$ cat src/iphg_pkg.sv
`timescale 1ns / 1ps
// ----------------------------------------------------------------------------
// iphg_pkg
// Shared types, constants and helpers of the IPv4 header generator.
// ----------------------------------------------------------------------------
package iphg_pkg;

  // configuration register indexes
  localparam logic [1:0] REG_TTL     = 2'd0;
  localparam logic [1:0] REG_MAX_LEN = 2'd1;

  // reset values of the configuration registers
  localparam logic [7:0]  TTL_RST     = 8'd64;
  localparam logic [15:0] MAX_LEN_RST = 16'd65515;

  // fixed header contents
  localparam logic [7:0]  VERSION_IHL = 8'h45;
  localparam logic [15:0] HDR_BYTES   = 16'd20;
  localparam logic [4:0]  HDR_LAST    = 5'd19;

  // queue between front and back
  localparam int unsigned QDEPTH = 2;
  localparam int unsigned QAW    = (QDEPTH > 1) ? $clog2(QDEPTH) : 1;
  localparam int unsigned QCW    = $clog2(QDEPTH + 1);

  // one classified request, ready for the byte emitter
  typedef struct packed {
    logic        rej;
    logic [15:0] total;
    logic [15:0] ident;
    logic [7:0]  ttl;
    logic [7:0]  proto;
    logic [31:0] src;
    logic [31:0] dst;
    logic [15:0] csum;
  } entry_t;

  // end-around carry fold of a 19-bit word sum, then complement
  function automatic logic [15:0] ones_fold(input logic [18:0] s);
    logic [16:0] a;
    logic [15:0] f;
    a = {1'b0, s[15:0]} + {14'b0, s[18:16]};
    f = a[15:0] + {15'b0, a[16]};
    return ~f;
  endfunction

  // header byte at a wire position
  function automatic logic [7:0] hdr_byte(input entry_t e, input logic [4:0] idx);
    logic [7:0] b;
    case (idx)
      5'd0:    b = VERSION_IHL;
      5'd2:    b = e.total[15:8];
      5'd3:    b = e.total[7:0];
      5'd4:    b = e.ident[15:8];
      5'd5:    b = e.ident[7:0];
      5'd8:    b = e.ttl;
      5'd9:    b = e.proto;
      5'd10:   b = e.csum[15:8];
      5'd11:   b = e.csum[7:0];
      5'd12:   b = e.src[31:24];
      5'd13:   b = e.src[23:16];
      5'd14:   b = e.src[15:8];
      5'd15:   b = e.src[7:0];
      5'd16:   b = e.dst[31:24];
      5'd17:   b = e.dst[23:16];
      5'd18:   b = e.dst[15:8];
      5'd19:   b = e.dst[7:0];
      default: b = 8'h00;
    endcase
    return b;
  endfunction

endpackage

$ cat src/iphg_front.sv
`timescale 1ns / 1ps
// ----------------------------------------------------------------------------
// iphg_front
// Accepts requests, holds configuration, checks the length, assigns the
// identification and computes the header checksum over two stages.
// ----------------------------------------------------------------------------
module iphg_front (
  input  logic                clk,
  input  logic                rst_n,
  input  logic                cfg_we,
  input  logic [1:0]          cfg_index,
  input  logic [15:0]         cfg_wdata,
  input  logic                push,
  output logic                full,
  input  logic [7:0]          in_protocol_number,
  input  logic [31:0]         in_source_address,
  input  logic [31:0]         in_dest_address,
  input  logic [15:0]         in_payload_length,
  output logic                q_wr,
  input  logic                q_full,
  output iphg_pkg::entry_t    q_wdata
);
  import iphg_pkg::*;

  logic [7:0]  ttl_r;
  logic [15:0] max_len_r;
  logic [15:0] ident_r;

  logic        v1_r;
  logic        s1_rej_r;
  logic [15:0] s1_total_r;
  logic [15:0] s1_ident_r;
  logic [7:0]  s1_ttl_r;
  logic [7:0]  s1_proto_r;
  logic [31:0] s1_src_r;
  logic [31:0] s1_dst_r;
  logic [16:0] s1_sa_r;
  logic [16:0] s1_sd_r;

  logic        v2_r;
  entry_t      s2_ent_r;
  logic [18:0] s2_sum_r;
  logic [18:0] sum_nxt;

  logic acc, rej_in, s1_free, s2_free;

  // stage handshakes
  assign s2_free = !v2_r || !q_full;
  assign s1_free = !v1_r || s2_free;
  assign full    = !s1_free;
  assign acc     = push && s1_free;
  assign rej_in  = in_payload_length > max_len_r;

  // configuration registers
  always_ff @(posedge clk) begin
    if (!rst_n) begin
      ttl_r     <= TTL_RST;
      max_len_r <= MAX_LEN_RST;
    end else if (cfg_we) begin
      case (cfg_index)
        REG_TTL:     ttl_r     <= cfg_wdata[7:0];
        REG_MAX_LEN: max_len_r <= cfg_wdata;
        default:     ;
      endcase
    end
  end

  // identification counter, advances on each good transaction
  always_ff @(posedge clk) begin
    if (!rst_n) begin
      ident_r <= 16'd1;
    end else if (acc && !rej_in) begin
      ident_r <= ident_r + 16'd1;
    end
  end

  // stage 1: capture, length check, address word sums
  always_ff @(posedge clk) begin
    if (!rst_n) begin
      v1_r <= 1'b0;
    end else if (s1_free) begin
      v1_r <= acc;
    end
  end

  always_ff @(posedge clk) begin
    if (acc) begin
      s1_rej_r   <= rej_in;
      s1_total_r <= in_payload_length + HDR_BYTES;
      s1_ident_r <= ident_r;
      s1_ttl_r   <= ttl_r;
      s1_proto_r <= in_protocol_number;
      s1_src_r   <= in_source_address;
      s1_dst_r   <= in_dest_address;
      s1_sa_r    <= {1'b0, in_source_address[31:16]} + {1'b0, in_source_address[15:0]};
      s1_sd_r    <= {1'b0, in_dest_address[31:16]} + {1'b0, in_dest_address[15:0]};
    end
  end

  // stage 2: full word sum of the header
  assign sum_nxt = {2'b0, s1_sa_r} + {2'b0, s1_sd_r} + {3'b0, s1_total_r}
                 + {3'b0, s1_ident_r} + {3'b0, s1_ttl_r, s1_proto_r}
                 + {3'b0, VERSION_IHL, 8'h00};

  always_ff @(posedge clk) begin
    if (!rst_n) begin
      v2_r <= 1'b0;
    end else if (s2_free) begin
      v2_r <= v1_r;
    end
  end

  always_ff @(posedge clk) begin
    if (s2_free && v1_r) begin
      s2_ent_r.rej   <= s1_rej_r;
      s2_ent_r.total <= s1_total_r;
      s2_ent_r.ident <= s1_ident_r;
      s2_ent_r.ttl   <= s1_ttl_r;
      s2_ent_r.proto <= s1_proto_r;
      s2_ent_r.src   <= s1_src_r;
      s2_ent_r.dst   <= s1_dst_r;
      s2_ent_r.csum  <= 16'h0000;
      s2_sum_r       <= sum_nxt;
    end
  end

  // fold and hand to the queue
  always_comb begin
    q_wdata      = s2_ent_r;
    q_wdata.csum = ones_fold(s2_sum_r);
  end
  assign q_wr = v2_r && !q_full;

endmodule

$ cat src/iphg_fifo.sv
`timescale 1ns / 1ps
// ----------------------------------------------------------------------------
// iphg_fifo
// Short queue of classified requests between front and back.
// ----------------------------------------------------------------------------
module iphg_fifo (
  input  logic                clk,
  input  logic                rst_n,
  input  logic                wr,
  input  iphg_pkg::entry_t    wdata,
  output logic                q_full,
  input  logic                rd,
  output logic                q_empty,
  output iphg_pkg::entry_t    rdata
);
  import iphg_pkg::*;

  entry_t             mem_r [QDEPTH];
  logic [QAW-1:0]     wptr_r;
  logic [QAW-1:0]     rptr_r;
  logic [QCW-1:0]     cnt_r;
  logic               do_wr, do_rd;

  assign q_full  = (cnt_r == QCW'(QDEPTH));
  assign q_empty = (cnt_r == '0);
  assign do_wr   = wr && !q_full;
  assign do_rd   = rd && !q_empty;
  assign rdata   = mem_r[rptr_r];

  // storage
  always_ff @(posedge clk) begin
    if (do_wr) begin
      mem_r[wptr_r] <= wdata;
    end
  end

  // pointers and fill count
  always_ff @(posedge clk) begin
    if (!rst_n) begin
      wptr_r <= '0;
      rptr_r <= '0;
      cnt_r  <= '0;
    end else begin
      if (do_wr) begin
        wptr_r <= (wptr_r == QAW'(QDEPTH - 1)) ? '0 : wptr_r + QAW'(1);
      end
      if (do_rd) begin
        rptr_r <= (rptr_r == QAW'(QDEPTH - 1)) ? '0 : rptr_r + QAW'(1);
      end
      if (do_wr && !do_rd) begin
        cnt_r <= cnt_r + QCW'(1);
      end else if (do_rd && !do_wr) begin
        cnt_r <= cnt_r - QCW'(1);
      end
    end
  end

endmodule

$ cat src/iphg_emit.sv
`timescale 1ns / 1ps
// ----------------------------------------------------------------------------
// iphg_emit
// Takes queued requests and sends their header bytes (one zero byte if
// rejected) one per cycle, unless pop stalls, through an output register.
// ----------------------------------------------------------------------------
module iphg_emit (
  input  logic                clk,
  input  logic                rst_n,
  input  logic                q_empty,
  input  iphg_pkg::entry_t    q_rdata,
  output logic                q_rd,
  output logic                empty,
  input  logic                pop,
  output logic [7:0]          out_header_byte,
  output logic                out_last_byte,
  output logic                out_rejected
);
  import iphg_pkg::*;

  entry_t      cur_r;
  logic        busy_r;
  logic [4:0]  cnt_r;
  logic        ov_r;
  logic [7:0]  byte_r;
  logic        last_r;
  logic        rej_r;
  logic        pop_ok, step, last;

  assign pop_ok = pop && ov_r;
  assign step   = busy_r && (!ov_r || pop_ok);
  assign last   = cur_r.rej || (cnt_r == HDR_LAST);
  assign q_rd   = !q_empty && (!busy_r || (step && last));

  // current request and byte position
  always_ff @(posedge clk) begin
    if (!rst_n) begin
      busy_r <= 1'b0;
      cnt_r  <= '0;
    end else begin
      if (step) begin
        cnt_r <= last ? 5'd0 : cnt_r + 5'd1;
      end
      if (q_rd) begin
        busy_r <= 1'b1;
      end else if (step && last) begin
        busy_r <= 1'b0;
      end
    end
  end

  always_ff @(posedge clk) begin
    if (q_rd) begin
      cur_r <= q_rdata;
    end
  end

  // output register
  always_ff @(posedge clk) begin
    if (!rst_n) begin
      ov_r <= 1'b0;
    end else if (step) begin
      ov_r <= 1'b1;
    end else if (pop_ok) begin
      ov_r <= 1'b0;
    end
  end

  always_ff @(posedge clk) begin
    if (step) begin
      byte_r <= cur_r.rej ? 8'h00 : hdr_byte(cur_r, cnt_r);
      last_r <= last;
      rej_r  <= cur_r.rej;
    end
  end

  assign empty           = !ov_r;
  assign out_header_byte = byte_r;
  assign out_last_byte   = last_r;
  assign out_rejected    = rej_r;

  // checks
  a_rej_is_last: assert property (@(posedge clk) disable iff (!rst_n)
    ov_r && rej_r |-> last_r)
    else $error("rejected transaction not marked last");

  a_cnt_range: assert property (@(posedge clk) disable iff (!rst_n)
    cnt_r <= HDR_LAST)
    else $error("byte position out of range");

  a_cnt_step: assert property (@(posedge clk) disable iff (!rst_n)
    step && !last |=> cnt_r == $past(cnt_r) + 5'd1)
    else $error("byte position skipped");

  a_idle_pos: assert property (@(posedge clk) disable iff (!rst_n)
    !busy_r |-> cnt_r == 5'd0)
    else $error("idle emitter left mid header");

endmodule

$ cat src/ipv4_header_generator.sv
`timescale 1ns / 1ps
// ----------------------------------------------------------------------------
// ipv4_header_generator
// Builds 20-byte IPv4 headers with identification and header checksum,
// sent one byte per result transaction in wire order.
// ----------------------------------------------------------------------------
//  channel   handshake          payload
//  request   push / full        in_protocol_number, in_source_address,
//                               in_dest_address, in_payload_length
//  result    empty / pop        out_header_byte, out_last_byte, out_rejected
//  config    cfg_we             cfg_index, cfg_wdata
//
//  a header goes out one byte per result transaction, a rejected request as
//  a single byte, paced by the back-end byte emitter; an accepted request
//  passes stage 1, stage 2, the queue, cur_r and the output register.
//  requests are taken back to back into a two-stage checksum pipeline and
//  a two-entry queue, so full rises only when these are all occupied.
//  reset is synchronous; ttl resets to 64, max length to 65515, ident to 1.
// ----------------------------------------------------------------------------
module ipv4_header_generator (
  input  logic        clk,
  input  logic        rst_n,
  input  logic        cfg_we,
  input  logic [1:0]  cfg_index,
  input  logic [15:0] cfg_wdata,
  input  logic        push,
  output logic        full,
  input  logic [7:0]  in_protocol_number,
  input  logic [31:0] in_source_address,
  input  logic [31:0] in_dest_address,
  input  logic [15:0] in_payload_length,
  output logic        empty,
  input  logic        pop,
  output logic [7:0]  out_header_byte,
  output logic        out_last_byte,
  output logic        out_rejected
);
  import iphg_pkg::*;

  logic   q_wr, q_full, q_rd, q_empty;
  entry_t q_wdata, q_rdata;

  // request side
  iphg_front u_front (
    .clk                (clk),
    .rst_n              (rst_n),
    .cfg_we             (cfg_we),
    .cfg_index          (cfg_index),
    .cfg_wdata          (cfg_wdata),
    .push               (push),
    .full               (full),
    .in_protocol_number (in_protocol_number),
    .in_source_address  (in_source_address),
    .in_dest_address    (in_dest_address),
    .in_payload_length  (in_payload_length),
    .q_wr               (q_wr),
    .q_full             (q_full),
    .q_wdata            (q_wdata)
  );

  // decoupling queue
  iphg_fifo u_fifo (
    .clk     (clk),
    .rst_n   (rst_n),
    .wr      (q_wr),
    .wdata   (q_wdata),
    .q_full  (q_full),
    .rd      (q_rd),
    .q_empty (q_empty),
    .rdata   (q_rdata)
  );

  // byte emitter
  iphg_emit u_emit (
    .clk             (clk),
    .rst_n           (rst_n),
    .q_empty         (q_empty),
    .q_rdata         (q_rdata),
    .q_rd            (q_rd),
    .empty           (empty),
    .pop             (pop),
    .out_header_byte (out_header_byte),
    .out_last_byte   (out_last_byte),
    .out_rejected    (out_rejected)
  );

endmodule
$ cat config.mk
export PLATFORM = sky130hd
export DESIGN_NAME = ipv4_header_generator
export DESIGN_NICKNAME = d
export VERILOG_FILES = /design/src/iphg_pkg.sv /design/src/iphg_front.sv /design/src/iphg_fifo.sv /design/src/iphg_emit.sv /design/src/ipv4_header_generator.sv
export SDC_FILE = /design/constraint.sdc
export NUM_CORES = 1
export LEC_CHECK = 0
export BUFFER_PORTS_ARGS = -buffer_cell sky130_fd_sc_hd__buf_4
export CAP_MARGIN = 25
export CORE_MARGIN = 8
export CORE_UTILIZATION = 60
export CTS_CLUSTER_SIZE = 40
export DETAILED_ROUTE_END_ITERATION = 6
export PLACE_DENSITY = 0.78
export SYNTH_ARGS = -nofsm -noshare
export SYNTH_HDL_FRONTEND = slang
export SYNTH_SLANG_ARGS = --single-unit
$ cat constraint.sdc
create_clock -name clk -period 9.75 [get_ports clk]
set_input_delay 0 -clock clk [delete_from_list [all_inputs] [get_ports clk]]
set_output_delay 0 -clock clk [all_outputs]
set_load 0.02 [all_outputs]
==> run metrics <==
Worst R2R Start=u_front.s1_sd_r[0]; CTS-repair resized insts=0; Max Clock Skew=32.1 ps; Seq/Total Area, Yosys=70.9%; Hold Path Depth=2; Max Freq=176 MHz; Ys Warns=0; met3 Track Usage GR=4.14%; TritonCTS Buffers=73; Worst Path Required=10100 ps; global route overflow=0; routability cong.=0.893; core area=0.0499 mm²; Final Max Tran Viols=0; total number of vias=17268; met2 usage=42.8%; Area Growth Syn to Fin=18.9%; Worst Path Class, Setup=reg2reg; Post-Route WL=72.4 mm; top cells by count, synth=edfxtp_1 (676), mux2_2 (130), ha_1 (113); multi-input logic area=0.00822 mm²; reg2reg end=u_front.s2_sum_r[17]; proportion of layout cells with a drive suffix above 1=18.3%; most common cell in the netlist=edfxtp_1; vias in the first global route=17532; max_cap viols=0; drt initial violations=1933; Synth area leaders=edfxtp_1 (67%), mux2_2 (4.9%), ha_1 (4.7%), dfxtp_1 (3.5%), fa_1 (2.4%); PwrDens=278 mW/mm²; Syn Area/Cell=16.1 µm²; Crit. End Element=register; R2R cell count=19; Top Ports=123; min-delay worst type=in2reg; first-pass GRT wire length=107 mm; Leak Pwr=13.0 nW; Fill cells=3027; clk_lat worst skew=620 ps; Clock transition at path regs=60 ps; largest net degree at the start of global routing=81; Worst R2R Setup Slack=4070 ps; post-synthesis instance area=0.0301 mm²; final period utilization=58.3%; crit path time final=5680 ps; Worst-Margin Slew=1110 ps; Vias per Instance=5.95; ANT nets after route=0; Die X=240 µm; row count=82; Die Span Y=240 µm; worst ir drop on vdd=0.266 mV; Fin. Hold Viols=0; Mapped Nets=2126; Synth Instances=1866; antenna violations before repair=1; Starting Density=60.4%; Hold Crit Start=in_protocol_number[2]; H-tree depth=3; CTS hold repair buffers=136; ys async rst share=0%; Unique masters post-synth=76; GRT busiest layer=met2; FF+latch area=0.0214 mm²; area of the die=0.0576 mm²; Port Buffers=122; clk sinks=729; Max FO, Critical Path=4; cell taking the most area after synthesis=edfxtp_1; RSZ-0062 raised after global routing=no; slew margin rel.=26.1%; grt met1 use=32.8%; Post-synth EDFFs=676; GRT Total Usage=25.1%; status=finished clean; Pre-Repair DR Iteration Count=6; DRC=0; # Post-CTS Setup Buffers=0; CP arrival=6030 ps; deepest clock path buffer count=3; NumNets Final=2431; Root Buffer=clkbuf_16; Synth top area share=67.4%; setup TNS=0 ps; Inserted Diodes=0; CP startpoint kind=register; CTS tree=yes; WL/cell=25.0 µm; Worst Hold End=u_front.s1_proto_r[2]; setup violators final=0; Main synth FF type=edfxtp_1; Final Util=71.8%; synthesized flop and latch total=729; DP HPWL=48.0 mm
==> logic make-up after synthesis <==
group	synth area share, %
compound gates	6.59
xor+xnor	2.73
fa+ha+maj	7.09
buf+inv	1.83
flops	70.9
mux	5.33
simple gates	5.51
==> layer usage <==
layer,vias up,share of wire [%]
met4,0,3.5
met1,8633,39
li1,7727,-
met3,150,7.1
met5,-,0
met2,758,50
==> area by class of cell <==
| cell class | instances | share of cell area, % |
|---|---|---|
| sequential | 729 | 59.7 |
| multi-input combinational | 993 | 23.0 |
| timing repair buffer | 273 | 6.86 |
| clock buffer | 86 | 5.47 |
| tap | 672 | 2.35 |
| clock inverter | 46 | 1.61 |
| inverter | 101 | 1.08 |
==> through the flow <==
stage	hold WS, ps	worst slack, ps	instance area [µm²]	power [W]	cells
2_1_floorplan	98.9	2690	30100	0.00615	1866
6_report	112	4070	35800	0.00996	2900
3_5_place_dp	180	4200	31800	0.00698	2628
4_1_cts	78.0	4150	35700	0.00995	2896
3_3_place_gp	178	4340	31800	0.00690	2627
5_1_grt	101	3780	35800	0.0104	2900
==> registers in the layout, indices dropped and copies added (netlist names), 2 cells and up <==
name / cells
u_front.s1_proto_r: 8
u_front.ident_r: 16
u_front.s1_sa_r: 17
u_front.s1_sd_r: 17
u_front.s1_ident_r: 16
u_fifo.mem_r: 258
u_front.s2_sum_r: 19
u_front.q_wdata: 113
u_front.ttl_r: 8
u_emit.cnt_r: 5
u_front.s1_src_r: 32
u_front.max_len_r: 16
u_emit.cur_r: 129
u_fifo.cnt_r: 2
u_front.s1_total_r: 16
u_front.s1_ttl_r: 8
u_front.s1_dst_r: 32
u_emit.out_header_byte: 8
==> cell usage in the layout, fill, tap and decap left out, types with 44 or more instances in the layout <==
master,count
edfxtp_1,676
dlygate4sd3_1,136
buf_4,133
mux2_2,130
ha_1,113
inv_1,98
nand2_1,92
clkbuf_16,76
xnor2_1,68
nor2_1,66
a21oi_1,55
dfxtp_1,52
o21ai_0,44
==> power by group <==
part           leakage [nW]  internal (W)  switching, W  total (W)
logic                  4.97       0.00108       0.00148    0.00256
clock network          1.23       0.00175       0.00119    0.00293
registers              6.77       0.00411      0.000357    0.00447
total                  13.0       0.00694       0.00302    0.00996
==> critical path: stages (launching register included) <==
cell      delay [ps]
edfxtp_1         390
ha_1             250
fa_1             410
a21o_1           200
a21oi_1          210
nor2_1            90
o31a_1           310
a21oi_1          170
fa_1             460
fa_1             470
ha_1             300
ha_1             340
o21a_1           190
o21ai_0          270
o311ai_1         180
o41ai_1          560
o21ai_1          200
o21a_1           200
nor2_1           130
xnor2_1           90
==> worst max path at each step <==
stage,start,end,slack (ps),cells after the start
2_1_floorplan,u_fifo.cnt_r[0],u_front.q_wdata[100],2690,3
3_3_place_gp,u_front.s1_sd_r[0],u_front.s2_sum_r[17],4340,19
3_5_place_dp,u_front.s1_sd_r[0],u_front.s2_sum_r[17],4200,20
4_1_cts,u_front.s1_sd_r[0],u_front.s2_sum_r[17],4150,20
5_1_grt,u_front.s1_sd_r[1],u_front.s2_sum_r[17],3780,22
6_report,u_front.s1_sd_r[0],u_front.s2_sum_r[17],4070,19
Note: power is estimated with default switching activity, not from simulation.
